File: src/rtl/segmented_overflow_queue_core_defines.svh
`ifndef SEGMENTED_OVERFLOW_QUEUE_CORE_DEFINES_SVH
`define SEGMENTED_OVERFLOW_QUEUE_CORE_DEFINES_SVH

// same-cycle implication, clocked on clk, off during reset
`define SOQ_ASSERT_IMP(name, pre, post, msg) \
    name: assert property (@(posedge clk) disable iff (!rst_n) (pre) |-> (post)) \
        else $error(msg);

// next-cycle implication
`define SOQ_ASSERT_NXT(name, pre, post, msg) \
    name: assert property (@(posedge clk) disable iff (!rst_n) (pre) |=> (post)) \
        else $error(msg);

`endif

File: src/rtl/soq_pkg.sv
package soq_pkg;

    localparam int SEGMENTS_DEF  = 8;
    localparam int SEG_DEPTH_DEF = 8;
    localparam int CAP_W         = 4;

    localparam logic [CAP_W-1:0] CAP_RESET = 4'd5;

    localparam logic OP_PUSH = 1'b0;
    localparam logic OP_POP  = 1'b1;

    typedef struct packed {
        logic               operation;
        logic signed [31:0] value;
    } soq_in_t;

    typedef struct packed {
        logic signed [31:0] popped_value;
        logic               was_empty;
        logic               dropped;
    } soq_out_t;

    typedef struct packed {
        logic start;
        logic meta_rd;
        logic step;
        logic commit;
        logic miss;
        logic grab;
        logic publish;
    } soq_cmd_t;

    typedef struct packed {
        logic hit;
        logic last_seg;
        logic is_pop;
        logic out_free;
    } soq_stat_t;

endpackage

File: src/rtl/soq_ctrl.sv
module soq_ctrl (
    input  logic               clk,
    input  logic               rst_n,
    input  logic               in_valid,
    output logic               in_ready,
    input  soq_pkg::soq_stat_t stat,
    output soq_pkg::soq_cmd_t  cmd
);
    import soq_pkg::*;

    localparam logic [2:0] ST_IDLE  = 3'd0;
    localparam logic [2:0] ST_READ  = 3'd1;
    localparam logic [2:0] ST_CHECK = 3'd2;
    localparam logic [2:0] ST_FETCH = 3'd3;
    localparam logic [2:0] ST_DONE  = 3'd4;

    logic [2:0] state_reg;
    logic [2:0] state_next;

    assign in_ready = (state_reg == ST_IDLE);

    always_comb
    begin
        cmd        = '0;
        state_next = state_reg;
        case (state_reg)
            ST_IDLE:
            begin
                if (in_valid)
                begin
                    cmd.start  = 1'b1;
                    state_next = ST_READ;
                end
            end
            ST_READ:
            begin
                cmd.meta_rd = 1'b1;
                state_next  = ST_CHECK;
            end
            ST_CHECK:
            begin
                if (stat.hit)
                begin
                    cmd.commit = 1'b1;
                    state_next = stat.is_pop ? ST_FETCH : ST_DONE;
                end
                else if (stat.last_seg)
                begin
                    cmd.miss   = 1'b1;
                    state_next = ST_DONE;
                end
                else
                begin
                    cmd.step   = 1'b1;
                    state_next = ST_READ;
                end
            end
            ST_FETCH:
            begin
                cmd.grab   = 1'b1;
                state_next = ST_DONE;
            end
            ST_DONE:
            begin
                if (stat.out_free)
                begin
                    cmd.publish = 1'b1;
                    state_next  = ST_IDLE;
                end
            end
            default:
            begin
                state_next = ST_IDLE;
            end
        endcase
    end

    always_ff @(posedge clk or negedge rst_n)
    begin
        if (!rst_n)
        begin
            state_reg <= ST_IDLE;
        end
        else
        begin
            state_reg <= state_next;
        end
    end

endmodule

File: src/rtl/soq_dpath.sv
`include "segmented_overflow_queue_core_defines.svh"

module soq_dpath #(
    parameter int SEGMENTS  = soq_pkg::SEGMENTS_DEF,
    parameter int SEG_DEPTH = soq_pkg::SEG_DEPTH_DEF
) (
    input  logic                        clk,
    input  logic                        rst_n,
    input  logic                        cfg_we,
    input  logic [soq_pkg::CAP_W-1:0]   cfg_wdata,
    input  soq_pkg::soq_in_t            in_data,
    input  soq_pkg::soq_cmd_t           cmd,
    output soq_pkg::soq_stat_t          stat,
    input  logic                        out_ready,
    output logic                        out_valid,
    output soq_pkg::soq_out_t           out_data
);
    import soq_pkg::*;

    localparam int SW   = (SEGMENTS > 1) ? $clog2(SEGMENTS) : 1;
    localparam int HW   = (SEG_DEPTH > 1) ? $clog2(SEG_DEPTH) : 1;
    localparam int CW   = $clog2(SEG_DEPTH + 1);
    localparam int EN   = SEGMENTS * SEG_DEPTH;
    localparam int AW   = (EN > 1) ? $clog2(EN) : 1;
    localparam int MW   = (CAP_W > CW) ? CAP_W : CW;
    localparam int SUMW = CW + 1;

    typedef struct packed {
        logic [HW-1:0] head;
        logic [CW-1:0] cnt;
    } meta_t;

    logic [CAP_W-1:0]   cap_reg;
    logic               op_reg;
    logic signed [31:0] value_reg;
    logic [SW-1:0]      seg_reg;
    logic [SEGMENTS-1:0] meta_vld_reg;
    logic               rd_vld_reg;
    meta_t              meta_rd_reg;
    logic [31:0]        entry_rd_reg;
    soq_out_t           res_reg;
    logic               out_valid_reg;
    soq_out_t           out_data_reg;

    meta_t              meta_mem [SEGMENTS];
    logic [31:0]        entry_mem [EN];

    logic [MW-1:0]      cap_x;
    logic [MW-1:0]      depth_x;
    logic [MW-1:0]      cap_eff;
    logic [HW-1:0]      cur_head;
    logic [CW-1:0]      cur_cnt;
    logic [SUMW-1:0]    sum;
    logic [SUMW-1:0]    sum_wrap;
    logic [HW-1:0]      tail;
    logic [HW-1:0]      head_nx;
    logic [HW-1:0]      slot;
    logic [AW-1:0]      addr;
    meta_t              meta_new;

    assign cap_x    = MW'(cap_reg);
    assign depth_x  = MW'(SEG_DEPTH);
    assign cap_eff  = (cap_x > depth_x) ? depth_x : cap_x;

    assign cur_head = rd_vld_reg ? meta_rd_reg.head : '0;
    assign cur_cnt  = rd_vld_reg ? meta_rd_reg.cnt : '0;

    assign sum      = SUMW'(cur_head) + SUMW'(cur_cnt);
    assign sum_wrap = (sum >= SUMW'(SEG_DEPTH)) ? (sum - SUMW'(SEG_DEPTH)) : sum;
    assign tail     = HW'(sum_wrap);
    assign head_nx  = (cur_head == HW'(SEG_DEPTH - 1)) ? '0 : (cur_head + 1'b1);

    assign slot     = (op_reg == OP_POP) ? cur_head : tail;
    assign addr     = AW'(seg_reg) * AW'(SEG_DEPTH) + AW'(slot);

    always_comb
    begin
        if (op_reg == OP_POP)
        begin
            meta_new.head = head_nx;
            meta_new.cnt  = cur_cnt - 1'b1;
        end
        else
        begin
            meta_new.head = cur_head;
            meta_new.cnt  = cur_cnt + 1'b1;
        end
    end

    assign stat.hit      = (op_reg == OP_POP) ? (cur_cnt != '0) : (MW'(cur_cnt) < cap_eff);
    assign stat.last_seg = (seg_reg == SW'(SEGMENTS - 1));
    assign stat.is_pop   = (op_reg == OP_POP);
    assign stat.out_free = !out_valid_reg || out_ready;

    assign out_valid = out_valid_reg;
    assign out_data  = out_data_reg;

    always_ff @(posedge clk or negedge rst_n)
    begin
        if (!rst_n)
        begin
            cap_reg       <= CAP_RESET;
            seg_reg       <= '0;
            meta_vld_reg  <= '0;
            rd_vld_reg    <= 1'b0;
            out_valid_reg <= 1'b0;
        end
        else
        begin
            if (cfg_we)
            begin
                cap_reg <= cfg_wdata;
            end
            if (cmd.start)
            begin
                seg_reg <= '0;
            end
            else if (cmd.step)
            begin
                seg_reg <= seg_reg + 1'b1;
            end
            if (cmd.meta_rd)
            begin
                rd_vld_reg <= meta_vld_reg[seg_reg];
            end
            if (cmd.commit)
            begin
                meta_vld_reg[seg_reg] <= 1'b1;
            end
            if (cmd.publish)
            begin
                out_valid_reg <= 1'b1;
            end
            else if (out_ready)
            begin
                out_valid_reg <= 1'b0;
            end
        end
    end

    always_ff @(posedge clk)
    begin
        if (cmd.start)
        begin
            op_reg    <= in_data.operation;
            value_reg <= in_data.value;
        end
        if (cmd.meta_rd)
        begin
            meta_rd_reg <= meta_mem[seg_reg];
        end
        if (cmd.commit)
        begin
            meta_mem[seg_reg] <= meta_new;
        end
    end

    always_ff @(posedge clk)
    begin
        if (cmd.commit && (op_reg == OP_PUSH))
        begin
            entry_mem[addr] <= value_reg;
        end
        if (cmd.commit && (op_reg == OP_POP))
        begin
            entry_rd_reg <= entry_mem[addr];
        end
    end

    always_ff @(posedge clk)
    begin
        if (cmd.commit && (op_reg == OP_PUSH))
        begin
            res_reg <= '0;
        end
        else if (cmd.miss)
        begin
            res_reg.popped_value <= '0;
            res_reg.was_empty    <= (op_reg == OP_POP);
            res_reg.dropped      <= (op_reg == OP_PUSH);
        end
        else if (cmd.grab)
        begin
            res_reg.popped_value <= entry_rd_reg;
            res_reg.was_empty    <= 1'b0;
            res_reg.dropped      <= 1'b0;
        end
        if (cmd.publish)
        begin
            out_data_reg <= res_reg;
        end
    end

    `SOQ_ASSERT_IMP(a_cnt_bound, cmd.commit, MW'(cur_cnt) <= depth_x, "segment count past depth")
    `SOQ_ASSERT_IMP(a_push_room, cmd.commit && (op_reg == OP_PUSH), MW'(cur_cnt) < cap_eff, "push into full segment")
    `SOQ_ASSERT_IMP(a_scan_end, cmd.step, seg_reg != SW'(SEGMENTS - 1), "scan ran past last segment")
    `SOQ_ASSERT_IMP(a_pub_free, cmd.publish, !out_valid_reg || out_ready, "result overwritten before taken")
    `SOQ_ASSERT_NXT(a_pub_valid, cmd.publish, out_valid_reg, "published result not shown")

endmodule

File: src/rtl/segmented_overflow_queue_core.sv
// Flow: an accepted request scans the per-segment head/count memory from segment 0, one
// registered read and check per segment, until a push finds a segment below capacity or a
// pop a non-empty one, or the last segment misses (overflow or empty pop); a pop then fetches
// its entry. A new request is taken only once the previous result has been published.
// Reset (async, active low): controller idle, segment valid bits cleared so every segment
// reads empty, capacity back to 5; the entry store is not cleared and needs no clearing pass.
module segmented_overflow_queue_core #(
    parameter int SEGMENTS  = soq_pkg::SEGMENTS_DEF,
    parameter int SEG_DEPTH = soq_pkg::SEG_DEPTH_DEF
) (
    input  logic                      clk,
    input  logic                      rst_n,
    input  logic                      cfg_we,
    input  logic [soq_pkg::CAP_W-1:0] cfg_wdata,
    input  logic                      in_valid,
    output logic                      in_ready,
    input  soq_pkg::soq_in_t          in_data,
    output logic                      out_valid,
    input  logic                      out_ready,
    output soq_pkg::soq_out_t         out_data
);
    import soq_pkg::*;

    soq_cmd_t  cmd;
    soq_stat_t stat;

    soq_ctrl u_ctrl (
        .clk      (clk),
        .rst_n    (rst_n),
        .in_valid (in_valid),
        .in_ready (in_ready),
        .stat     (stat),
        .cmd      (cmd)
    );

    soq_dpath #(
        .SEGMENTS  (SEGMENTS),
        .SEG_DEPTH (SEG_DEPTH)
    ) u_dpath (
        .clk       (clk),
        .rst_n     (rst_n),
        .cfg_we    (cfg_we),
        .cfg_wdata (cfg_wdata),
        .in_data   (in_data),
        .cmd       (cmd),
        .stat      (stat),
        .out_ready (out_ready),
        .out_valid (out_valid),
        .out_data  (out_data)
    );

endmodule
File: config.mk
export PLATFORM = sky130hd
export DESIGN_NAME = segmented_overflow_queue_core
export DESIGN_NICKNAME = d
export VERILOG_FILES = /design/src/rtl/soq_pkg.sv /design/src/rtl/soq_ctrl.sv /design/src/rtl/soq_dpath.sv /design/src/rtl/segmented_overflow_queue_core.sv
export VERILOG_INCLUDE_DIRS = /design/src /design/src/rtl
export SDC_FILE = /design/constraint.sdc
export NUM_CORES = 2
export LEC_CHECK = 0
export ABC_AREA = 1
export BUFFER_PORTS_ARGS = -buffer_cell sky130_fd_sc_hd__buf_2
export CAP_MARGIN = 40
export CORE_ASPECT_RATIO = 0.6
export CORE_UTILIZATION = 56
export CTS_BUF_LIST = sky130_fd_sc_hd__clkbuf_16
export DETAILED_ROUTE_END_ITERATION = 10
export PLACE_DENSITY_LB_ADDON = 0.25
export SYNTH_ARGS = -nofsm -noshare
export SYNTH_HDL_FRONTEND = slang
export SYNTH_HIERARCHICAL = 1
export SYNTH_SLANG_ARGS = --single-unit
File: constraint.sdc
create_clock -name clk -period 9.4 [get_ports clk]
set_input_delay 1.88 -clock clk [delete_from_list [all_inputs] [get_ports clk]]
set_output_delay 1.88 -clock clk [all_outputs]
set_load 0.005 [all_outputs]
==> impl_results.md <==
* Final WL at 284 mm
* Sequential area share after synthesis at 71.7%
* Clock buffer depth at 4
* Hold crit path type: reg -> reg
* Fin nets at 9052
* Setup bufs post-CTS at 0
* Dominant synthesized flop cell: edfxtp_1
* Final Hold Violating Endpoints at 0
* DRT iter0 DRCs at 10330
* CTS Hold Buffers Added at 0
* EDFF count, synth at 2210
* Max layer used: met5
* Area delta synth->final at 11.1%
* Top delay family on crit path: buffers and inverters
* Per-cell routed wire length at 24.9 um
* Post-Synthesis Cell Area at 0.0942 mm2
* Post-synthesis register bit count at 2264
* Metal3 WL at 47.3 mm
* Htree depth at 4
* Bufs and invs on worst path at 6
* Cts repair resizes at 0
* # DRC at 0
* Ys async rst share at 0.883%
* CTS root buffer: clkbuf_16
* Avg Inst Size Synth at 10.5 um2
* Filler Cell Count at 12759
* Drt via density at 5.71
* # rows at 116
* Clk pwr share at 23.1%
* Number of flip-flops in the largest register at 2048
* Worst-skew pair later-pin latency at 0.87 ns
* Synth Area in Compound Gates at 0.607%
* Status: complete, no violations
* Mux cell area share after synthesis at 0.0359%
* Peak supply drop at 0.000388 V
* CP Class: reg -> reg
* Crit. End Element: flip-flop
* Top post-synthesis cells by area: edfxtp_1 (70%), nand2_1 (23%), buf_6 (1.1%), buf_2 (0.92%), dfxtp_1 (0.72%)
* Met2 wire len at 116 mm
* Post-Synth XOR/XNOR Area at 0.0372%
* Total negative slack at 0 ns
* Synthesized Nets at 9033
* I/O Buffers at 77
* RSZ-0062 raised after global routing: no
* Worst-path cell chain: nand2_1 -> inv_1 -> a21oi_1 -> ha_1 -> inv_1 -> nand2_1 -> nand2_4 -> inv_8 -> buf_16 -> buf_12 -> buf_4 -> nand2_1 -> nand2_1 -> nand2_1 -> nand2_1 -> nand2_1 -> nand2_1 -> nor2_1 -> nand2_1
* DR vias at 65093
* IO Count at 78
* # clock sinks at 2264
* Total track usage at 33.1%
* Die ar. at 0.170 mm2
* CTS tree: done
* Cts bufs inserted at 199
* Sequential share of power at 35.2%
* Largest register by flop count: u_dpath/entry_mem
* CP Launch Type: flip-flop
* Initial Utilization at 56.5%
* Slowest cell delay on critical path at 0.74 ns
* Vias in the first global route at 59634
* Routed Antenna Nets at 0
* Crit path max fanout at 140
* Net switching power at 14.9 mW
* Layout Skew at 0.0588 ns
* Main combinational cell family by area after synthesis: simple AND/OR/NAND/NOR gates
* Slowest CP cell: buf_4
* Post-synthesis adder-cell area fraction at 0.0929%
* Arrival time at the worst endpoint at 6.22 ns
* Total power at 34.6 mW
* Period minus WS final at 5.49 ns
* Die height at 320 um
* Post-Synth Simple-Gate Area at 24.4%
* Storage element area at 0.0675 mm2
* CTS clk-pin slew, worst paths at 0.07 ns
* Layout Utilization at 62.7%
* Max_cap viols at 0
* Crit path required time at 10.12 ns
* Yosys top cell area share at 70.4%
* Max Clk Rate at 182 MHz
* Final cell count without fillers at 11406
* Slew headroom at 24.7%
* Multi-input logic area at 0.0243 mm2
* Die X at 532 um
* Fin crit share at 58.4%
* Pin count of the biggest net entering global routing at 181
* First-pass GRT wire length at 409 mm
* Tightest Pin Transition at 1.13 ns
* Biggest registers after layout: u_dpath/entry_mem (2048), u_dpath/meta_mem (56)
* GP Congestion at 0.974
* DRT met1 WL at 110 mm
* Switch share at 43.0%
* Synth Instances at 8984
* Pint at 19.7 mW
* Max-slew violation count at 0
* Synth warn at 6
* Synth area leader: edfxtp_1
* Gr ovfl total at 0
* Combinational power share at 41.7%
* Layout cell share with drive strength beyond 1 at 6.98%
* Setup violators final at 0
* HPWL after DPL at 173 mm
* First drt pass iteration count at 6
* Initial antenna violation count at 17
* Synth unique cells at 38
* Most frequent CP cell: nand2_1
* Static Leakage at 43.1 nW
* CORE AREA at 0.167 mm2
* Inst Count DP at 11044
* WHS at 0.411 ns
* Pwr dens at 331 mW/mm2
-- power by group through the flow --
stage	combinational [mW]	sequential, mW	clock [mW]
finish	14.4	12.2	7.99
global route	15.6	12.2	8.42
CTS	14.0	12.2	8.04
detailed placement	13.9	12.4	0
global placement	13.5	12.4	0
floorplan	9.08	12.6	0
-- cell type report --
type,count,share of cell area (%)
antenna,3,0.00717
clock buffer,208,4.97
clock inverter,151,0.945
inverter,80,0.294
multi-input combinational,6195,23.2
sequential,2264,64.5
tap,2242,2.68
timing repair buffer,263,3.41
-- stage by stage --
stage	instance area [um2]	worst slack (ns)
after floorplan	94200	3.57
after global placement	96100	4.17
after detailed placement	98500	4.26
after CTS	105000	4.23
after global routing	105000	3.81
final	105000	3.91
-- worst reg2reg max path, delay by kind of cell (launching register included) --
| kind | cells | cell delay (ns) |
|---|---|---|
| buffers and inverters | 6 | 2.76 |
| AND/OR/NAND/NOR | 11 | 1.65 |
| flip-flops | 1 | 0.59 |
| adder cells (fa/ha/maj) | 1 | 0.28 |
| AO/OA/AOI/OAI | 1 | 0.10 |
-- synth_stat cells, drive strengths merged (8+ instances only) --
| cell | n |
|---|---|
| nand2 | 5843 |
| dfrtp | 18 |
| a22oi | 11 |
| or2 | 8 |
| nand3 | 35 |
| a221oi | 8 |
| dfxtp | 34 |
| nor2 | 184 |
| buf | 312 |
| o21ai | 27 |
| edfxtp | 2210 |
| inv | 79 |
| clkbuf | 133 |
| a21oi | 39 |
-- cells in the final DEF (no fill, tap or decap), types with 4 or more instances in the layout --
| master | instances |
|---|---|
| a21oi_1 | 39 |
| a221oi_1 | 8 |
| a22o_1 | 6 |
| a22oi_1 | 11 |
| buf_12 | 61 |
| buf_16 | 51 |
| buf_2 | 77 |
| buf_4 | 74 |
| bufinv_16 | 14 |
| clkbuf_16 | 208 |
| clkinv_1 | 60 |
| clkinv_2 | 41 |
| dfrtp_1 | 18 |
| dfxtp_1 | 34 |
| edfxtp_1 | 2210 |
| ha_1 | 7 |
| inv_1 | 111 |
| nand2_1 | 5828 |
| nand2_2 | 9 |
| nand2_4 | 5 |
| nand3_1 | 34 |
| nand4_1 | 7 |
| nor2_1 | 114 |
| nor2_2 | 4 |
| nor2_4 | 66 |
| nor3_2 | 5 |
| o21ai_0 | 20 |
| o21ai_1 | 5 |
| or2_2 | 8 |
| xor2_1 | 4 |
-- logic make-up (layout without fill, tap and decap cells) --
kind of cell,Yosys count,count (layout)
adders and majority gates,7,7
buffers and inverters,525,702
DFF,2264,2264
AOI/OAI and AO/OA,95,95
and+or+nand+nor,6086,6086
muxes,3,3
xor gates and xnor gates,4,4
other,0,3
-- per-layer routing --
layer,vias to the layer above,track usage (%)
met5,-,0
met4,10,11.4
met3,542,13.2
met2,4225,45.2
met1,31126,47.9
li1,29190,-
-- final timing paths --
check | start | to | slack, ns | depth (start not counted)
min in group asynchronous | rst_n | u_dpath/meta_vld_reg[0]$_DFFE_PN0P_ | 1.09 | 1
max reg2reg | u_dpath/rd_vld_reg$_DFFE_PN0P_ | u_dpath/entry_rd_reg[19]$_DFFE_PP_ | 3.91 | 19
min | u_dpath/res_reg[3]$_SDFFE_PP0P_ | u_dpath/out_data[3]$_DFFE_PP_ | 0.41 | 0
min reg2reg | u_dpath/res_reg[3]$_SDFFE_PP0P_ | u_dpath/out_data[3]$_DFFE_PP_ | 0.41 | 0
max | u_dpath/rd_vld_reg$_DFFE_PN0P_ | u_dpath/entry_rd_reg[19]$_DFFE_PP_ | 3.91 | 19
max in group asynchronous | rst_n | u_dpath/out_valid$_DFFE_PN0P_ | 7.80 | 1
Power figures use the tool's default switching activity.
